$ cat src/sv/ppmfd_pkg.sv
// ----------------------------------------------------------------------------
// ppmfd_pkg
// Shared types and constants of the PPM frame decoder: register indexes,
// reset values, stream widths, controller states and the command and status
// bundles between the controller and the datapath.
// ----------------------------------------------------------------------------
`default_nettype none

package ppmfd_pkg;

    // Field widths fixed by the item layout.
    localparam int TICK_W   = 14;
    localparam int THR_W    = 13;
    localparam int CNT_W    = 5;
    localparam int CHIDX_W  = 4;
    localparam int VALUE_W  = 14;
    localparam int IN_TDATA_W  = 8;
    localparam int OUT_TDATA_W = 24;
    localparam int CFG_IDX_W   = 2;

    // Limits and reset values.
    localparam int MAX_CHANNELS_DEF = 16;
    localparam logic [TICK_W-1:0] TICK_MAX        = 14'd16383;
    localparam logic [THR_W-1:0]  SYNC_THR_RST    = 13'd6000;
    localparam logic [THR_W-1:0]  NEUTRAL_OFS_RST = 13'd3000;
    localparam logic [CNT_W-1:0]  CHAN_CNT_RST    = 5'd8;

    // Configuration register indexes.
    localparam logic [CFG_IDX_W-1:0] CFG_SYNC_THR    = 2'd0;
    localparam logic [CFG_IDX_W-1:0] CFG_NEUTRAL_OFS = 2'd1;
    localparam logic [CFG_IDX_W-1:0] CFG_CHAN_CNT    = 2'd2;

    // Controller states.
    typedef enum logic {
        ST_IDLE,
        ST_EMIT
    } t_state;

    // Commands from the controller to the datapath.
    typedef struct packed {
        logic accept;    // an input item is taken this cycle
        logic load_out;  // the next channel result is loaded into the output register
    } t_ctrl_cmd;

    // Status from the datapath to the controller.
    typedef struct packed {
        logic sync_hit;  // the item on the input is an edge that ends a frame
        logic emit_last; // the channel being emitted is the last of the frame
        logic out_free;  // the output register can take a result this cycle
    } t_dp_status;

endpackage : ppmfd_pkg

`default_nettype wire

$ cat src/sv/ppmfd_ctrl.sv
// ----------------------------------------------------------------------------
// ppmfd_ctrl
// Controller of the PPM frame decoder. Takes input items while idle and,
// after a frame gap, steps the datapath through the channel results.
// ----------------------------------------------------------------------------
`default_nettype none

module ppmfd_ctrl (
    input  wire                     i_clk,
    input  wire                     i_rst_n,
    input  wire                     i_in_valid,
    output logic                    o_in_ready,
    input  ppmfd_pkg::t_dp_status   i_status,
    output ppmfd_pkg::t_ctrl_cmd    o_cmd
);
    import ppmfd_pkg::*;

    t_state r_state;
    t_state n_state;

    // State register.
    always_ff @(posedge i_clk) begin
        if (!i_rst_n) begin
            r_state <= ST_IDLE;
        end else begin
            r_state <= n_state;
        end
    end

    // Next state: a frame gap starts the emit pass, the last result ends it.
    always_comb begin
        n_state = r_state;
        unique case (r_state)
            ST_IDLE: begin
                if (i_in_valid && i_status.sync_hit) begin
                    n_state = ST_EMIT;
                end
            end
            ST_EMIT: begin
                if (i_status.out_free && i_status.emit_last) begin
                    n_state = ST_IDLE;
                end
            end
            default: n_state = ST_IDLE;
        endcase
    end

    // Outputs: input is taken only while idle, results are loaded while emitting.
    always_comb begin
        o_in_ready      = 1'b0;
        o_cmd.accept    = 1'b0;
        o_cmd.load_out  = 1'b0;
        unique case (r_state)
            ST_IDLE: begin
                o_in_ready   = 1'b1;
                o_cmd.accept = i_in_valid;
            end
            ST_EMIT: begin
                o_cmd.load_out = i_status.out_free;
            end
            default: begin
                o_in_ready = 1'b0;
            end
        endcase
    end

endmodule : ppmfd_ctrl

`default_nettype wire

$ cat src/sv/ppmfd_datapath.sv
// ----------------------------------------------------------------------------
// ppmfd_datapath
// Datapath of the PPM frame decoder: configuration registers, tick counter,
// channel position, pulse width store and the registered result output.
// ----------------------------------------------------------------------------
`default_nettype none

module ppmfd_datapath #(
    parameter int MAX_CHANNELS = ppmfd_pkg::MAX_CHANNELS_DEF
) (
    input  wire                                   i_clk,
    input  wire                                   i_rst_n,
    // Configuration writes
    input  wire                                   i_cfg_valid,
    input  wire  [ppmfd_pkg::CFG_IDX_W-1:0]       i_cfg_index,
    input  wire  [ppmfd_pkg::THR_W-1:0]           i_cfg_data,
    // Input item field
    input  wire                                   i_rising_edge,
    // Controller interface
    input  ppmfd_pkg::t_ctrl_cmd                  i_cmd,
    output ppmfd_pkg::t_dp_status                 o_status,
    // Result output
    output logic                                  o_out_valid,
    input  wire                                   i_out_ready,
    output logic [ppmfd_pkg::CHIDX_W-1:0]         o_channel_index,
    output logic [ppmfd_pkg::VALUE_W-1:0]         o_channel_value,
    output logic                                  o_last_in_frame
);
    import ppmfd_pkg::*;

    localparam int IDX_W       = (MAX_CHANNELS > 1) ? $clog2(MAX_CHANNELS) : 1;
    localparam int STORE_DEPTH = 1 << IDX_W;

    // Configuration registers
    logic [THR_W-1:0]   r_sync_thr;
    logic [THR_W-1:0]   r_neutral_ofs;
    logic [CNT_W-1:0]   r_chan_cnt;

    // Frame state
    logic [TICK_W-1:0]  r_tick;
    logic [CHIDX_W-1:0] r_pos;
    logic [THR_W-1:0]   r_store [STORE_DEPTH];
    logic [CHIDX_W-1:0] r_emit_idx;

    // Output register
    logic                r_out_valid;
    logic [CHIDX_W-1:0]  r_out_index;
    logic [VALUE_W-1:0]  r_out_value;
    logic                r_out_last;

    logic [TICK_W-1:0]  w_tick_inc;
    logic [CNT_W-1:0]   w_active;
    logic [CHIDX_W-1:0] w_last_pos;
    logic [CHIDX_W-1:0] w_pos;
    logic [CNT_W-1:0]   w_pos_inc;
    logic [CHIDX_W-1:0] n_pos;
    logic [VALUE_W-1:0] w_value;
    logic               w_emit_last;

    // Configuration write port; indexes beyond the list are ignored.
    always_ff @(posedge i_clk) begin
        if (!i_rst_n) begin
            r_sync_thr    <= SYNC_THR_RST;
            r_neutral_ofs <= NEUTRAL_OFS_RST;
            r_chan_cnt    <= CHAN_CNT_RST;
        end else if (i_cfg_valid) begin
            unique case (i_cfg_index)
                CFG_SYNC_THR:    r_sync_thr    <= i_cfg_data;
                CFG_NEUTRAL_OFS: r_neutral_ofs <= i_cfg_data;
                CFG_CHAN_CNT:    r_chan_cnt    <= i_cfg_data[CNT_W-1:0];
                default: ;
            endcase
        end
    end

    // Active channel count, clamped to one through MAX_CHANNELS.
    always_comb begin
        if (r_chan_cnt == '0) begin
            w_active = CNT_W'(1);
        end else if (r_chan_cnt > CNT_W'(MAX_CHANNELS)) begin
            w_active = CNT_W'(MAX_CHANNELS);
        end else begin
            w_active = r_chan_cnt;
        end
        w_last_pos = CHIDX_W'(w_active - CNT_W'(1));
    end

    // Saturating tick count including the current tick, and the sync test.
    assign w_tick_inc        = (r_tick == TICK_MAX) ? r_tick : r_tick + TICK_W'(1);
    assign o_status.sync_hit = i_rising_edge && (w_tick_inc > {1'b0, r_sync_thr});

    // Slot for a short interval and the position that follows it.
    always_comb begin
        w_pos     = (r_pos > w_last_pos) ? w_last_pos : r_pos;
        w_pos_inc = {1'b0, w_pos} + CNT_W'(1);
        n_pos     = (w_pos_inc >= w_active) ? w_last_pos : w_pos_inc[CHIDX_W-1:0];
    end

    // Tick counter, channel position and width store.
    always_ff @(posedge i_clk) begin
        if (!i_rst_n) begin
            r_tick <= '0;
            r_pos  <= '0;
            for (int i = 0; i < STORE_DEPTH; i++) begin
                r_store[i] <= '0;
            end
        end else if (i_cmd.accept) begin
            if (!i_rising_edge) begin
                r_tick <= w_tick_inc;
            end else begin
                r_tick <= '0;
                if (o_status.sync_hit) begin
                    r_pos <= '0;
                end else begin
                    r_store[w_pos[IDX_W-1:0]] <= w_tick_inc[THR_W-1:0];
                    r_pos <= n_pos;
                end
            end
        end
    end

    // Emit counter walks the channels of one frame.
    always_ff @(posedge i_clk) begin
        if (!i_rst_n) begin
            r_emit_idx <= '0;
        end else if (i_cmd.accept) begin
            r_emit_idx <= '0;
        end else if (i_cmd.load_out) begin
            r_emit_idx <= r_emit_idx + CHIDX_W'(1);
        end
    end

    assign w_emit_last = ({1'b0, r_emit_idx} + CNT_W'(1)) == w_active;
    assign w_value     = {1'b0, r_store[r_emit_idx[IDX_W-1:0]]} - {1'b0, r_neutral_ofs};

    // Output register; it frees up when the receiver takes the result.
    always_ff @(posedge i_clk) begin
        if (!i_rst_n) begin
            r_out_valid <= 1'b0;
        end else if (i_cmd.load_out) begin
            r_out_valid <= 1'b1;
        end else if (i_out_ready) begin
            r_out_valid <= 1'b0;
        end
    end

    always_ff @(posedge i_clk) begin
        if (i_cmd.load_out) begin
            r_out_index <= r_emit_idx;
            r_out_value <= w_value;
            r_out_last  <= w_emit_last;
        end
    end

    assign o_status.emit_last = w_emit_last;
    assign o_status.out_free  = !r_out_valid || i_out_ready;

    assign o_out_valid     = r_out_valid;
    assign o_channel_index = r_out_index;
    assign o_channel_value = r_out_value;
    assign o_last_in_frame = r_out_last;

endmodule : ppmfd_datapath

`default_nettype wire

$ cat src/sv/ppm_frame_decoder_unit.sv
// ----------------------------------------------------------------------------
// ppm_frame_decoder_unit
// Decodes an RC PPM frame from a stream of prescaled timer ticks.
//
// Usage:
//   Slave stream: one item per timer tick, tdata bit 0 set when the PPM line
//   rose during that tick. Ticks since the last edge are counted, saturating
//   at 16383. An edge after a long interval (above sync_threshold) is a frame
//   gap; an interval not above it is stored as the width of the current channel.
//   Master stream: after each frame gap, one item per active channel, in order
//   from channel 0, holding the channel number and the stored width minus
//   neutral_offset; tlast marks the last channel.
//   Config channel: index 0 sync_threshold, 1 neutral_offset, 2 channel_count.
//   Writes are taken every cycle and should be made while the block is idle.
// Sequence:
//   Ticks without a frame gap are taken while idle. A frame gap tick moves the
//   controller to emit, which loads one channel result at a time into the
//   single output register; the next tick is taken after the last result is
//   loaded. The first result becomes valid once the controller has entered
//   emit and then loaded it into the output register.
// Reset and stall:
//   Reset restores the register defaults, clears counters and all widths.
//   When the master side stalls, emission pauses with the result held.
// ----------------------------------------------------------------------------
`default_nettype none

module ppm_frame_decoder_unit #(
    parameter int MAX_CHANNELS = ppmfd_pkg::MAX_CHANNELS_DEF
) (
    input  wire                                  i_clk,
    input  wire                                  i_rst_n,
    // Configuration write channel
    input  wire                                  i_cfg_valid,
    output logic                                 o_cfg_ready,
    input  wire  [ppmfd_pkg::CFG_IDX_W-1:0]      i_cfg_index,
    input  wire  [ppmfd_pkg::THR_W-1:0]          i_cfg_data,
    // Tick stream
    input  wire                                  s_axis_tvalid,
    output logic                                 s_axis_tready,
    input  wire  [ppmfd_pkg::IN_TDATA_W-1:0]     s_axis_tdata,  // [0] rising_edge, [7:1] zero
    // Channel result stream
    output logic                                 m_axis_tvalid,
    input  wire                                  m_axis_tready,
    output logic [ppmfd_pkg::OUT_TDATA_W-1:0]    m_axis_tdata,  // [3:0] channel_index,
                                                                 // [17:4] channel_value,
                                                                 // [23:18] zero
    output logic                                 m_axis_tlast   // last_in_frame
);
    import ppmfd_pkg::*;

    t_ctrl_cmd          w_cmd;
    t_dp_status         w_status;
    logic [CHIDX_W-1:0] w_channel_index;
    logic [VALUE_W-1:0] w_channel_value;

    assign o_cfg_ready = 1'b1;

    ppmfd_ctrl u_ctrl (
        .i_clk      (i_clk),
        .i_rst_n    (i_rst_n),
        .i_in_valid (s_axis_tvalid),
        .o_in_ready (s_axis_tready),
        .i_status   (w_status),
        .o_cmd      (w_cmd)
    );

    ppmfd_datapath #(
        .MAX_CHANNELS (MAX_CHANNELS)
    ) u_datapath (
        .i_clk           (i_clk),
        .i_rst_n         (i_rst_n),
        .i_cfg_valid     (i_cfg_valid),
        .i_cfg_index     (i_cfg_index),
        .i_cfg_data      (i_cfg_data),
        .i_rising_edge   (s_axis_tdata[0]),
        .i_cmd           (w_cmd),
        .o_status        (w_status),
        .o_out_valid     (m_axis_tvalid),
        .i_out_ready     (m_axis_tready),
        .o_channel_index (w_channel_index),
        .o_channel_value (w_channel_value),
        .o_last_in_frame (m_axis_tlast)
    );

    // Pack the result fields, lowest field first.
    assign m_axis_tdata = {
        {(OUT_TDATA_W - CHIDX_W - VALUE_W){1'b0}},
        w_channel_value,
        w_channel_index
    };

endmodule : ppm_frame_decoder_unit

`default_nettype wire
$ cat config.mk
export PLATFORM = sky130hd
export DESIGN_NAME = ppm_frame_decoder_unit
export DESIGN_NICKNAME = d
export VERILOG_FILES = /design/src/sv/ppmfd_pkg.sv /design/src/sv/ppmfd_ctrl.sv /design/src/sv/ppmfd_datapath.sv /design/src/sv/ppm_frame_decoder_unit.sv
export SDC_FILE = /design/constraint.sdc
export NUM_CORES = 1
export LEC_CHECK = 0
export BUFFER_PORTS_ARGS = -buffer_cell sky130_fd_sc_hd__buf_2
export CAP_MARGIN = 10
export CORE_AREA = 10 10 208 210
export CTS_BUF_LIST = sky130_fd_sc_hd__clkbuf_2 sky130_fd_sc_hd__clkbuf_4 sky130_fd_sc_hd__clkbuf_8
export DETAILED_ROUTE_END_ITERATION = 10
export DIE_AREA = 0 0 218 220
export GPL_TIMING_DRIVEN = 0
export MAX_ROUTING_LAYER = met4
export SKIP_LAST_GASP = 1
export SYNTH_ARGS = -nofsm -noshare
export SYNTH_HDL_FRONTEND = slang
export SYNTH_SLANG_ARGS = --single-unit
$ cat constraint.sdc
create_clock -name i_clk -period 5.2 [get_ports i_clk]
set_input_delay 0 -clock i_clk [delete_from_list [all_inputs] [get_ports i_clk]]
set_output_delay 0 -clock i_clk [all_outputs]
set_load 0.1 [all_outputs]
Word-level counts from Yosys, hierarchy flattened

Memories as Yosys holds them, arrays and structs flattened. A register that Yosys moved wholly into a read port is not among the register bits.
Index checks and enable logic that the tools add are counted.

Bits in registers: 74
RAM bits: 208
Input port bits: 28
Output and inout port bits: 28
Word-level logic and storage cells: 68
Memories: 1

Memory list:

| memory             | words | bits a word | read ports | clocked after memory_dff | wr ports | RTL line             | RTL |
|---|---|---|---|---|---|---|---|
| u_datapath.r_store | 16    | 13          | 1          | 1                        | 16       | ppmfd_datapath.sv:42 | `logic [THR_W-1:0] r_store [STORE_DEPTH];` |

$add $sub $neg: 6
Magnitude comparators: 4
Equality and inequality tests: 4
Mux-type cells: 26
Bitwise logic cells: 2
Reduce and logical (&&, ||, !) cells: 14

Operators with widths:

| operator                                                           | number |
|---|---|
| 14-bit 2-to-1 mux                                                  | 2 |
| 4-bit 2-to-1 mux                                                   | 6 |
| 14-bit by 1-bit adder with 14-bit output, second input constant    | 1 |
| 14-bit == test, second input constant                              | 1 |
| 14-bit by 13-bit greater-than comparator with 1-bit output         | 1 |
| 1-bit 2-to-1 mux                                                   | 14 |
| 13-bit by 13-bit subtractor with 14-bit output                     | 1 |
| 13-bit 2-to-1 mux                                                  | 1 |
| 13-bit OR reduction                                                | 1 |
| 4-bit by 1-bit adder with 5-bit output, second input constant      | 2 |
| 5-bit 2-to-1 mux                                                   | 2 |
| 2-bit AND reduction                                                | 4 |
| 5-bit == test                                                      | 1 |
| 5-bit greater-or-equal comparator                                  | 1 |
| 5-bit greater-than comparator, second input constant               | 1 |
| 5-bit zero test                                                    | 1 |
| 4-bit by 1-bit adder with 4-bit output, second input constant      | 1 |
| 4-bit greater-than comparator                                      | 1 |
| 4-bit by 1-bit subtractor with 4-bit output, second input constant | 1 |
| 1-bit logical AND                                                  | 3 |
| 2-bit by 1-bit == test with 1-bit output, second input constant    | 1 |
| 2-bit == test, second input constant                               | 1 |
| 2-bit zero test                                                    | 1 |
| 1-bit inverter                                                     | 2 |
| other kinds (5)                                                    | 5 |

Logic depth before layout (Yosys ltp)

Gate-level depths: netlist of the first run.

Depth after elaboration: 11
Gate-level depth with buffers: 22
Depth with buffers taken out: 19

By module

A second synthesis of the first run with hierarchy kept.

Cell total of the unflattened synthesis: 1,122
Area total of the unflattened synthesis: 14,292.5 µm²

Modules (own cells, without submodules):

| module                 | instances | cells each | area each (µm²) | sequential area each (µm²) |
|---|---|---|---|---|
| ppmfd_datapath         | 1         | 1,106      | 14,174.8        | 7,977.7 |
| ppm_frame_decoder_unit | 1         | 9          | 60.1            | 0.0 |
| ppmfd_ctrl             | 1         | 7          | 57.6            | 20.0 |

Worst setup path before layout of the first run

No wires, ideal clock.

Path type: reg2reg
Start point: reg u_datapath.r_tick[2]
End point: mem u_datapath.r_store[10][0] (enable)
Setup time: 0.401 ns
Arrival time: 4.052 ns
Data required time: 4.799 ns
Slack: 0.747 ns
Cell stages (with the launch flop): 16
Path buffers: 2
Period minus slack after synthesis: 4.453 ns
Cells stage by stage: dfxtp_1 -> and4_1 -> buf_2 -> nand3_1 -> nor2_1 -> mux2i_1 -> inv_1 -> ha_1 -> nor2b_1 -> o21bai_1 -> a21o_1 -> a211oi_1 -> nor2_1 -> nand4_1 -> clkbuf_1 -> o21ai_0

RTL lines:

| element                | RTL line              | RTL |
|---|---|---|
| start, declared        | ppmfd_datapath.sv:40  | `logic [TICK_W-1:0] r_tick;` |
| start signal, assigned | ppmfd_datapath.sv:109 | `r_tick <= w_tick_inc;` |
| end, declared          | ppmfd_datapath.sv:42  |  |

==> flow_summary.json, run 1 <==
{
  "crit_path_max_incr_delay_ns": 0.68,
  "synth_xor_area_share_pct": 1.81,
  "dpl.cell_count": 1682,
  "grt_usage_pct": 16.5,
  "cts.sinks": 286,
  "power.ir.vdd_worst_v": 0.000166,
  "rsz0062_at_grt": "true",
  "post-route-drc-count": 0,
  "first_pass_iters": 5,
  "dpl_cell_area_um2": 14700,
  "yosys_warnings": 0,
  "h-tree-depth": 2,
  "vias_per_cell": 5.21,
  "syn_to_final_growth_pct": 19.8,
  "port_buffers": 41,
  "synth_simple_gate_area_share_pct": 13.8,
  "async_flop_share_pct": 0,
  "synth_mux_area_share_pct": 12.0,
  "synth_compound_area_share_pct": 6.10,
  "num_io_pins": 56,
  "cp_max_fo": 10,
  "drt_iter0_markers": 1015,
  "hp-class": "primary input to flop",
  "cp.arrival_ns": 5.20,
  "synth_adder_area_share_pct": 3.66,
  "postLayoutCoreUtil_pct": 41.3,
  "worstPathRequired_ns": 5.49,
  "postRouteAntennaNets": 0,
  "overflow": 0,
  "drv_cap": 0,
  "postSynthCellCount": 1100,
  "rrSetupSlack_ns": 0.29,
  "holdWs_ns": 0.0340,
  "path_cells": "buf_2 -> nor3_1 -> o21ai_2 -> ha_1 -> xnor2_1 -> inv_1 -> ha_1 -> o21ai_1 -> a21oi_1 -> o21ai_1 -> buf_2 -> mux2i_1 -> and2_1 -> buf_2 -> nand2_1 -> o21ai_2 -> buf_8",
  "cp_num_buf_inv": 5,
  "crit_path_frequent_cell": "buf_2",
  "min_period_ns": 4.91,
  "layout_common_cells": "edfxtp_1 (227), nor2_1 (219), nand2_1 (110)",
  "fin_cells": 1807,
  "wl_um": 38400,
  "grt_pass1_vias": 9419,
  "synthFlopType": "edfxtp_1",
  "path_clk_slew_ns": 0.06,
  "worst_slew_pin_slew_ns": 1.09,
  "coreArea_um2": 39300,
  "finalSetupViolCount": 0,
  "met3_length_um": 3410,
  "synth_top_family_by_area": "simple AND/OR/NAND/NOR gates",
  "clk_latency_ns": 0.59,
  "start_util_pct": 34.5,
  "clockBufferDepth": 3,
  "maxSlewHeadroom_pct": 27.4,
  "endpoint_kind": "flop",
  "wl_per_cell_um": 21.3,
  "synth-seq-area-share_pct": 59.0,
  "p_leak_uw": 0.00575,
  "antenna_found_initial": 2,
  "top_layer_used": "met4",
  "critPathTopFamily": "compound AO/OA/AOI/OAI gates",
  "post-dp-hpwl_um": 27100,
  "drt-met1-wl_um": 15400,
  "max_freq_mhz": 204,
  "syn-cell-area_um2": 13500,
  "p_per_area_nw_per_um2": 326,
  "route.met2.wl_um": 18700,
  "cts_tree": "yes",
  "nets": 1305,
  "gp_congestion": 0.865,
  "synth-edff-count": 227,
  "startpoint_type": "flop",
  "fin_area_um2": 16200,
  "die-area_um2": 48000,
  "hold_violations": 0,
  "status": "complete, no violations",
  "slew_violations": 0,
  "layout_commonest_cell": "edfxtp_1",
  "fin_setup_tns_ns": 0,
  "synth_seq_cells": 286,
  "vias": 9411,
  "synth.avg_cell_area_um2": 12.3,
  "path_class": "flop to flop",
  "finalCritPeriodShare_pct": 94.4,
  "drive_gt1_share_pct": 22.8,
  "die_h_um": 220,
  "cts_root_buffer": "clkbuf_8",
  "grt_max_degree": 22,
  "grt_pass1_wl_um": 57900,
  "fp.dieW_um": 218,
  "yosysUniqueCellTypes": 57,
  "rows": 73,
  "fin_skew_ns": 0.0304,
  "crit_slowest_cell": "o21ai_2",
  "numCtsBuffers": 49
}
-- power breakdown --
part | switching [uW] | total [uW] | internal, uW
combinational | 363 | 548 | 185
sequential | 34.6 | 2580 | 2550
clock | 940 | 2160 | 1220
total | 1340 | 5290 | 3950
-- through the flow --
stage / power, uW / setup slack (ns)
finish: 5290 / 0.291
global route: 5490 / -0.110
CTS: 5290 / -0.0391
detailed placement: 3130 / -0.676
global placement: 3100 / -1.83
floorplan: 2940 / 0.747
-- Yosys cell counts (all sizes together) (6+ instances only) --
master / n / area, um^2
ha: 38 / 475
nand2b: 6 / 37.5
nor3: 22 / 125
edfxtp: 227 / 6820
a21oi: 20 / 100
nand4: 8 / 50.1
nand3: 14 / 70.1
mux4: 65 / 1460
a21boi: 14 / 105
nand2: 119 / 467
inv: 46 / 173
dfxtp: 59 / 1180
and3: 6 / 37.5
xnor2: 24 / 210
o31ai: 6 / 45.0
o21a: 6 / 45.0
clkbuf: 28 / 105
nor2b: 10 / 62.6
buf: 32 / 199
mux2i: 13 / 134
nor2: 221 / 830
o211ai: 16 / 120
o21ai: 38 / 190
-- registers in the layout, indices dropped and copies added (netlist names), named ones only --
register                    flops
u_ctrl.r_state                  1
u_datapath.o_channel_index      4
u_datapath.o_channel_value     14
u_datapath.o_last_in_frame      1
u_datapath.o_out_valid          1
u_datapath.r_chan_cnt           5
u_datapath.r_emit_idx           4
u_datapath.r_neutral_ofs       13
u_datapath.r_pos                4
u_datapath.r_store            208
u_datapath.r_sync_thr          13
u_datapath.r_tick              14
-- area by class of cell --
class                      count  area, um^2
fill                        3700       23000
multi-input combinational    713        5340
inverter                      46         173
clock buffer                  71         858
antenna                        3        7.51
buffer                        60         315
tap                          525         657
sequential                   286        8000
clock inverter                21         183
timing repair buffer          82         701
-- routing by layer --
| metal | vias to the layer above | GRT usage, % |
|---|---|---|
| li1 | 4291 | - |
| met1 | 4637 | 20.2 |
| met2 | 416 | 26.4 |
| met3 | 67 | 3.96 |
| met4 | 0 | 5.53 |
| met5 | - | - |
-- tightest hold or removal path: stages --
cell      delay (ns)
buf_2           0.12
nand3b_1        0.25
mux2i_1         0.12
nor2b_1         0.09
-- logic make-up after synthesis --
logic type / count (synthesis)
mux: 81
buf+inv: 106
other cells: 2
xor+xnor: 28
compound gates: 128
flops: 286
fa+ha+maj: 39
simple gates: 430
-- timing repair --
item                                   CTS  global route
setup buffers                            2             6
endpoints found under the hold margin   50             0
hold buffers                            21             0
setup endpoints to repair              206           205
gates resized for setup                  9            29
pin swaps                                1             7
-- final timing paths --
path,from,to,depth (start not counted)
setup reg to reg,u_datapath.r_chan_cnt[2],u_datapath.r_store[5][0],17
setup / recovery,u_datapath.r_chan_cnt[2],u_datapath.r_store[5][0],17
hold / removal,i_cfg_valid,u_datapath.r_chan_cnt[1],4
hold reg to reg,u_datapath.r_neutral_ofs[2],u_datapath.r_neutral_ofs[2],2
No activity file was read; power rests on OpenSTA's default activity.
==> inputs of run 2 (changes only) <==
--- a/config.mk
+++ b/config.mk
@@ -7,12 +7,13 @@
 export LEC_CHECK = 0
 export BUFFER_PORTS_ARGS = -buffer_cell sky130_fd_sc_hd__buf_2
 export CAP_MARGIN = 10
-export CORE_AREA = 10 10 208 210
+export CORE_AREA = 10 10 290 153
 export CTS_BUF_LIST = sky130_fd_sc_hd__clkbuf_2 sky130_fd_sc_hd__clkbuf_4 sky130_fd_sc_hd__clkbuf_8
 export DETAILED_ROUTE_END_ITERATION = 10
-export DIE_AREA = 0 0 218 220
+export DIE_AREA = 0 0 300 163
 export GPL_TIMING_DRIVEN = 0
 export MAX_ROUTING_LAYER = met4
+export PLACE_DENSITY = 0.61
 export SKIP_LAST_GASP = 1
 export SYNTH_ARGS = -nofsm -noshare
 export SYNTH_HDL_FRONTEND = slang
==> run 2 against run 1 <==
Net effect: total power fell by 4.1%; utilization shrank 0.72 points; hold slack better by 0.19 ns.
==> flow_summary.json, run 2 (synthesized netlist as in run 1, its figures left out) <==
{
  "status": "complete, no violations",
  "die_h_um": 163,
  "grt_pass1_vias": 9289,
  "grt_busiest_layer": "met1",
  "port_buffers": 41,
  "syn_to_final_growth_pct": 18.5,
  "cts_root_buffer": "clkbuf_8",
  "holdWs_ns": 0.225,
  "die-area_um2": 48900,
  "cp.depth": 17,
  "overflow": 0,
  "first_pass_iters": 5,
  "path_class": "flop to flop",
  "finalCritPeriodShare_pct": 97.8,
  "min_period_ns": 5.08,
  "antenna_found_initial": 1,
  "vias_per_cell": 5.43,
  "path_clk_slew_ns": 0.06,
  "vias": 9804,
  "cp_max_fo": 10,
  "post-route-drc-count": 0,
  "numCtsBuffers": 42,
  "largest_reg_flops": 208,
  "dpl_cell_area_um2": 14500,
  "endpoint_kind": "flop",
  "maxSlewHeadroom_pct": 20.1,
  "cts_tree": "yes",
  "clockBufferDepth": 3,
  "layout_common_cells": "edfxtp_1 (227), nor2_1 (219), nand2_1 (112)",
  "finalSetupViolCount": 0,
  "grt_pass1_wl_um": 62500,
  "drt_iter0_markers": 1544,
  "critPathTopFamily": "simple AND/OR/NAND/NOR gates",
  "start_util_pct": 34.3,
  "rows": 52,
  "rsz0062_at_grt": "true",
  "diodes": 0,
  "gp_congestion": 0.960,
  "post-dp-hpwl_um": 31800,
  "wl_um": 43300,
  "h-tree-depth": 2,
  "power.ir.vdd_worst_v": 0.000166,
  "worst_slew_pin_slew_ns": 1.20,
  "postRouteAntennaNets": 0,
  "drive_gt1_share_pct": 21.5,
  "max_freq_mhz": 197,
  "grt_usage_pct": 18.0,
  "worstPathRequired_ns": 5.50,
  "wl_per_cell_um": 24.0,
  "clk_latency_ns": 0.60,
  "slew_violations": 0,
  "layout_commonest_cell": "edfxtp_1",
  "fp.dieW_um": 300,
  "num_io_pins": 56,
  "rr_worst_depth": 17,
  "cp_num_buf_inv": 6,
  "globalRouteMet2Util_pct": 20.7,
  "cp.arrival_ns": 5.39,
  "fin_skew_ns": 0.0279,
  "startpoint_type": "flop",
  "path_cells": "and4_1 -> buf_4 -> nand4_1 -> and3_1 -> clkbuf_1 -> xnor2_2 -> inv_1 -> ha_1 -> nand4_1 -> nor4_1 -> o21ai_1 -> nor2_1 -> nand4_1 -> buf_4 -> clkbuf_2 -> o21ai_4 -> buf_6",
  "met1_usage_pct": 27.0,
  "p_per_area_nw_per_um2": 316,
  "cts.sinks": 286,
  "gr-usage-met3_pct": 8.60,
  "crit_path_frequent_cell": "nand4_1",
  "hold_violations": 0,
  "max_flop_register": "u_datapath.r_store",
  "crit_slowest_cell": "dfxtp_1",
  "hp-class": "primary input to flop",
  "crit_path_max_incr_delay_ns": 0.49,
  "drv_cap": 0,
  "fin_area_um2": 16100,
  "nets": 1300,
  "min_path_cells": 4,
  "grt_max_degree": 22,
  "p_leak_uw": 0.00564,
  "coreArea_um2": 39600
}
run 2: final cells by class:
| cell class | instances | area (um^2) |
|---|---|---|
| tap | 540 | 676 |
| clock inverter | 12 | 83.8 |
| fill | 3757 | 23500 |
| multi-input combinational | 713 | 5340 |
| inverter | 46 | 173 |
| buffer | 60 | 309 |
| timing repair buffer | 84 | 724 |
| clock buffer | 65 | 763 |
| sequential | 286 | 8000 |
run 2: final timing paths:
check	startpoint	to	slack, ns
max	u_datapath.r_tick[7]	u_datapath.r_store[10][3]	0.12
min	i_cfg_data[12]	u_datapath.r_sync_thr[12]	0.23
max reg2reg	u_datapath.r_tick[7]	u_datapath.r_store[10][3]	0.12
min reg2reg	u_datapath.r_sync_thr[2]	u_datapath.r_sync_thr[2]	0.47
run 2: what timing repair did:
item,4_1_cts,5_1_grt
buffers inserted,4,13
pin swaps,1,8
gates resized for setup,16,21
endpoints found under the setup margin,227,234
hold buffers,22,0
hold endpoints to repair,45,0
run 2: power breakdown:
group	total (uW)	switching (uW)	leakage (uW)	internal (uW)
logic	578	388	0.00241	190
clock network	1910	925	0.000450	987
registers	2580	36.7	0.00278	2550
run 2: worst reg2reg max path: cells and delay by family, from the launching register on:
kind / cells / cell delay, ns
buffers and inverters: 6 / 1.30
and+or+nand+nor: 7 / 1.59
adders and majority gates: 1 / 0.32
DFF: 1 / 0.49
xor gates and xnor gates: 1 / 0.39
AOI/OAI and AO/OA: 2 / 0.73
run 2: stage by stage:
step,setup slack (ns),util [%],TNS [ns],power (uW),instances
after detailed placement,-0.930,36.7,-128.68,3130,1689
after floorplan,0.747,-,0,2940,1105
after global routing,-0.0917,40.6,-0.624,5240,1806
after global placement,-1.51,36.5,-234.33,3110,1686
after CTS,0.00618,39.8,0,5040,1792
final,0.117,40.6,0,5070,1806
run 2: per-layer routing:
metal  part of all wire [%]  wire length, um  up-vias
li1                       -                -     4255
met1                     46            20000     4853
met2                     36            15400      628
met3                     17             7280       68
met4                    1.6              708        0
met5                      0                0        -
==> inputs of run 3 (changes only) <==
--- a/config.mk
+++ b/config.mk
@@ -6,15 +6,14 @@
 export NUM_CORES = 1
 export LEC_CHECK = 0
 export BUFFER_PORTS_ARGS = -buffer_cell sky130_fd_sc_hd__buf_2
-export CAP_MARGIN = 10
-export CORE_AREA = 10 10 290 153
+export CAP_MARGIN = 20
+export CORE_AREA = 10 10 266 141
 export CTS_BUF_LIST = sky130_fd_sc_hd__clkbuf_2 sky130_fd_sc_hd__clkbuf_4 sky130_fd_sc_hd__clkbuf_8
 export DETAILED_ROUTE_END_ITERATION = 10
-export DIE_AREA = 0 0 300 163
+export DIE_AREA = 0 0 276 151
 export GPL_TIMING_DRIVEN = 0
 export MAX_ROUTING_LAYER = met4
-export PLACE_DENSITY = 0.61
-export SKIP_LAST_GASP = 1
+export PLACE_DENSITY = 0.68
 export SYNTH_ARGS = -nofsm -noshare
 export SYNTH_HDL_FRONTEND = slang
 export SYNTH_SLANG_ARGS = --single-unit
==> run 3 against run 2 <==
Net effect: worst setup slack improved by 0.12 ns; largest cell class unchanged; via count fell by 1.0%; utilization rose by 7.8 points; combinational power fell by 4.8%; hold slack got worse by 0.19 ns; critical path type unchanged; first-iteration DRC count fell by 28%; critical endpoint is now u_datapath.r_store[7][5]; clock power barely moved; sequential share of layout area rose by 0.73 points; clock skew rose by 0.0090 ns.
==> flow_summary.json, run 3 (synthesized netlist as in run 1, its figures left out) <==
{
  "rrSetupSlack_ns": 0.23,
  "die-area_um2": 41700,
  "finalPower_uw": 5040,
  "crit_slowest_cell": "xnor2_1",
  "r2r_end": "u_datapath.r_store[7][5]",
  "die_h_um": 151,
  "cts.sinks": 286,
  "grt_pass1_vias": 9715,
  "worstReg2RegStart": "u_datapath.r_tick[9]",
  "status": "complete, no violations",
  "rows": 47,
  "clockBufferDepth": 3,
  "grt_busiest_layer": "met2",
  "clk_latency_ns": 0.60,
  "max_flop_register": "u_datapath.r_store",
  "grt_usage_pct": 18.7,
  "gp_congestion": 0.901,
  "worstPathRequired_ns": 5.50,
  "crit_path_max_incr_delay_ns": 0.75,
  "post-route-drc-count": 0,
  "fill_cells": 2871,
  "vias_per_cell": 5.68,
  "drv_cap": 0,
  "fin_skew_ns": 0.0369,
  "hold_violations": 0,
  "vias": 9704,
  "min_period_ns": 4.97,
  "diodes": 0,
  "cp_num_buf_inv": 5,
  "drive_gt1_share_pct": 21.8,
  "path_cells": "and4_1 -> buf_4 -> nand4_1 -> and3_1 -> clkbuf_1 -> nand2_1 -> xnor2_1 -> ha_1 -> a21o_1 -> a21oi_1 -> o21ai_1 -> nor2_1 -> nand4_1 -> buf_4 -> clkbuf_2 -> o21ai_2 -> buf_8",
  "grt_max_degree": 22,
  "largest_reg_flops": 208,
  "syn_to_final_growth_pct": 16.8,
  "cts_root_buffer": "clkbuf_8",
  "gr-usage-met3_pct": 4.56,
  "maxSlewHeadroom_pct": 30.4,
  "finalSetupViolCount": 0,
  "endpoint_kind": "flop",
  "fin_area_um2": 15800,
  "rsz0062_at_grt": "false",
  "port_buffers": 41,
  "layout_common_cells": "edfxtp_1 (227), nor2_1 (219), nand2_1 (112)",
  "met1_usage_pct": 22.5,
  "wl_per_cell_um": 22.6,
  "hp-class": "primary input to flop",
  "num_io_pins": 56,
  "path_clk_slew_ns": 0.07,
  "power.ir.vdd_worst_v": 0.000145,
  "globalRouteMet2Util_pct": 30.9,
  "worstHoldStart": "i_rst_n",
  "holdPathEnd": "u_datapath.r_tick[5]",
  "dpl_cell_area_um2": 14500,
  "first_pass_iters": 8,
  "postRouteAntennaNets": 0,
  "cp.arrival_ns": 5.26,
  "max_freq_mhz": 201,
  "numCtsBuffers": 45,
  "slew_violations": 0,
  "coreArea_um2": 32700,
  "rr_worst_depth": 17,
  "nets": 1299,
  "p_leak_uw": 0.00561,
  "startpoint_type": "flop",
  "finalCritPeriodShare_pct": 95.5,
  "cp_max_fo": 10,
  "postLayoutCoreUtil_pct": 48.4,
  "critPathTopFamily": "buffers and inverters",
  "start_util_pct": 41.4,
  "wl_um": 38500,
  "grt_pass1_wl_um": 57900,
  "fin_cells": 1708,
  "min_path_cells": 4,
  "p_per_area_nw_per_um2": 318,
  "overflow": 0,
  "post-dp-hpwl_um": 27500,
  "h-tree-depth": 2,
  "drt_iter0_markers": 1116,
  "worst_slew_pin_slew_ns": 1.04,
  "dpl.cell_count": 1598,
  "cts_tree": "yes",
  "layout_commonest_cell": "edfxtp_1",
  "antenna_found_initial": 0,
  "fp.dieW_um": 276,
  "path_class": "flop to flop"
}
[run 3: cell types whose count changed in the layout (fill, tap and decap cells not counted), sizes merged]
cell         previous run  this run
clkinvlp                1         0
clkbuf                 95        92
bufinv                  1         0
dlygate4sd3            22        20
buf                    92        90
clkinv                  9        18
inv                    47        48
[run 3: area by class of cell]
| class | instances | area [um^2] | share of cell area (%) |
|---|---|---|---|
| Clock buffer | 62 | 778 | 4.92 |
| Timing Repair Buffer | 80 | 632 | 3.99 |
| Inverter | 46 | 173 | 1.09 |
| Multi-Input combinational cell | 713 | 5290 | 33.4 |
| Clock inverter | 20 | 98.8 | 0.624 |
| Sequential cell | 286 | 8000 | 50.5 |
| Tap cell | 441 | 552 | 3.49 |
| Buffer | 60 | 309 | 1.95 |
[run 3: worst max path at each step]
stage                               startpoint                        end  slack, ns  cells after the start
final                     u_datapath.r_tick[9]   u_datapath.r_store[7][5]       0.23                     17
after detailed placement  u_datapath.r_tick[0]   u_datapath.r_store[1][9]      -0.63                     14
after global placement    u_datapath.r_tick[2]   u_datapath.r_store[9][0]      -1.53                     15
after floorplan           u_datapath.r_tick[2]  u_datapath.r_store[10][0]       0.75                     15
after global routing      u_datapath.r_tick[9]   u_datapath.r_store[7][5]      0.007                     17
after CTS                 u_datapath.r_tick[0]   u_datapath.r_store[4][2]       0.03                     16
[run 3: metal layers]
metal	vias up	share of wire, %
met5	-	0
met4	0	2.7
met3	91	11
met2	560	48
met1	4797	38
li1	4256	-
[run 3: stage by stage]
stage,hold WS [ns],setup WS (ns),TNS (ns)
3_3_place_gp,0.265,-1.53,-240.89
4_1_cts,0.00584,0.0325,0
6_report,0.0372,0.232,0
3_5_place_dp,0.270,-0.631,-73.57
2_1_floorplan,0.125,0.747,0
5_1_grt,0.0494,0.00655,0
[run 3: repair_timing]
item | CTS | global route
gates resized for setup | 10 | 20
setup endpoints to repair | 186 | 194
pin swaps | 1 | 0
hold buffers | 20 | 0
buffers inserted | 5 | 0
hold endpoints to repair | 50 | 0
cloned | 0 | 0
[run 3: worst register-to-register path, delay by kind of cell (launching register included)]
family                   cells  cell delay (ns)
XOR/XNOR                     1             0.75
AND/OR/NAND/NOR              6             1.08
adder cells (fa/ha/maj)      1             0.40
flip-flops                   1             0.37
buffers and inverters        5             1.12
AO/OA/AOI/OAI                4             0.97
[run 3: where the power goes]
part	total [uW]	leakage (uW)	switching [uW]	internal, uW
clock network	1900	0.000475	925	976
registers	2580	0.00278	36.2	2550
logic	550	0.00236	371	179
total	5040	0.00561	1330	3700
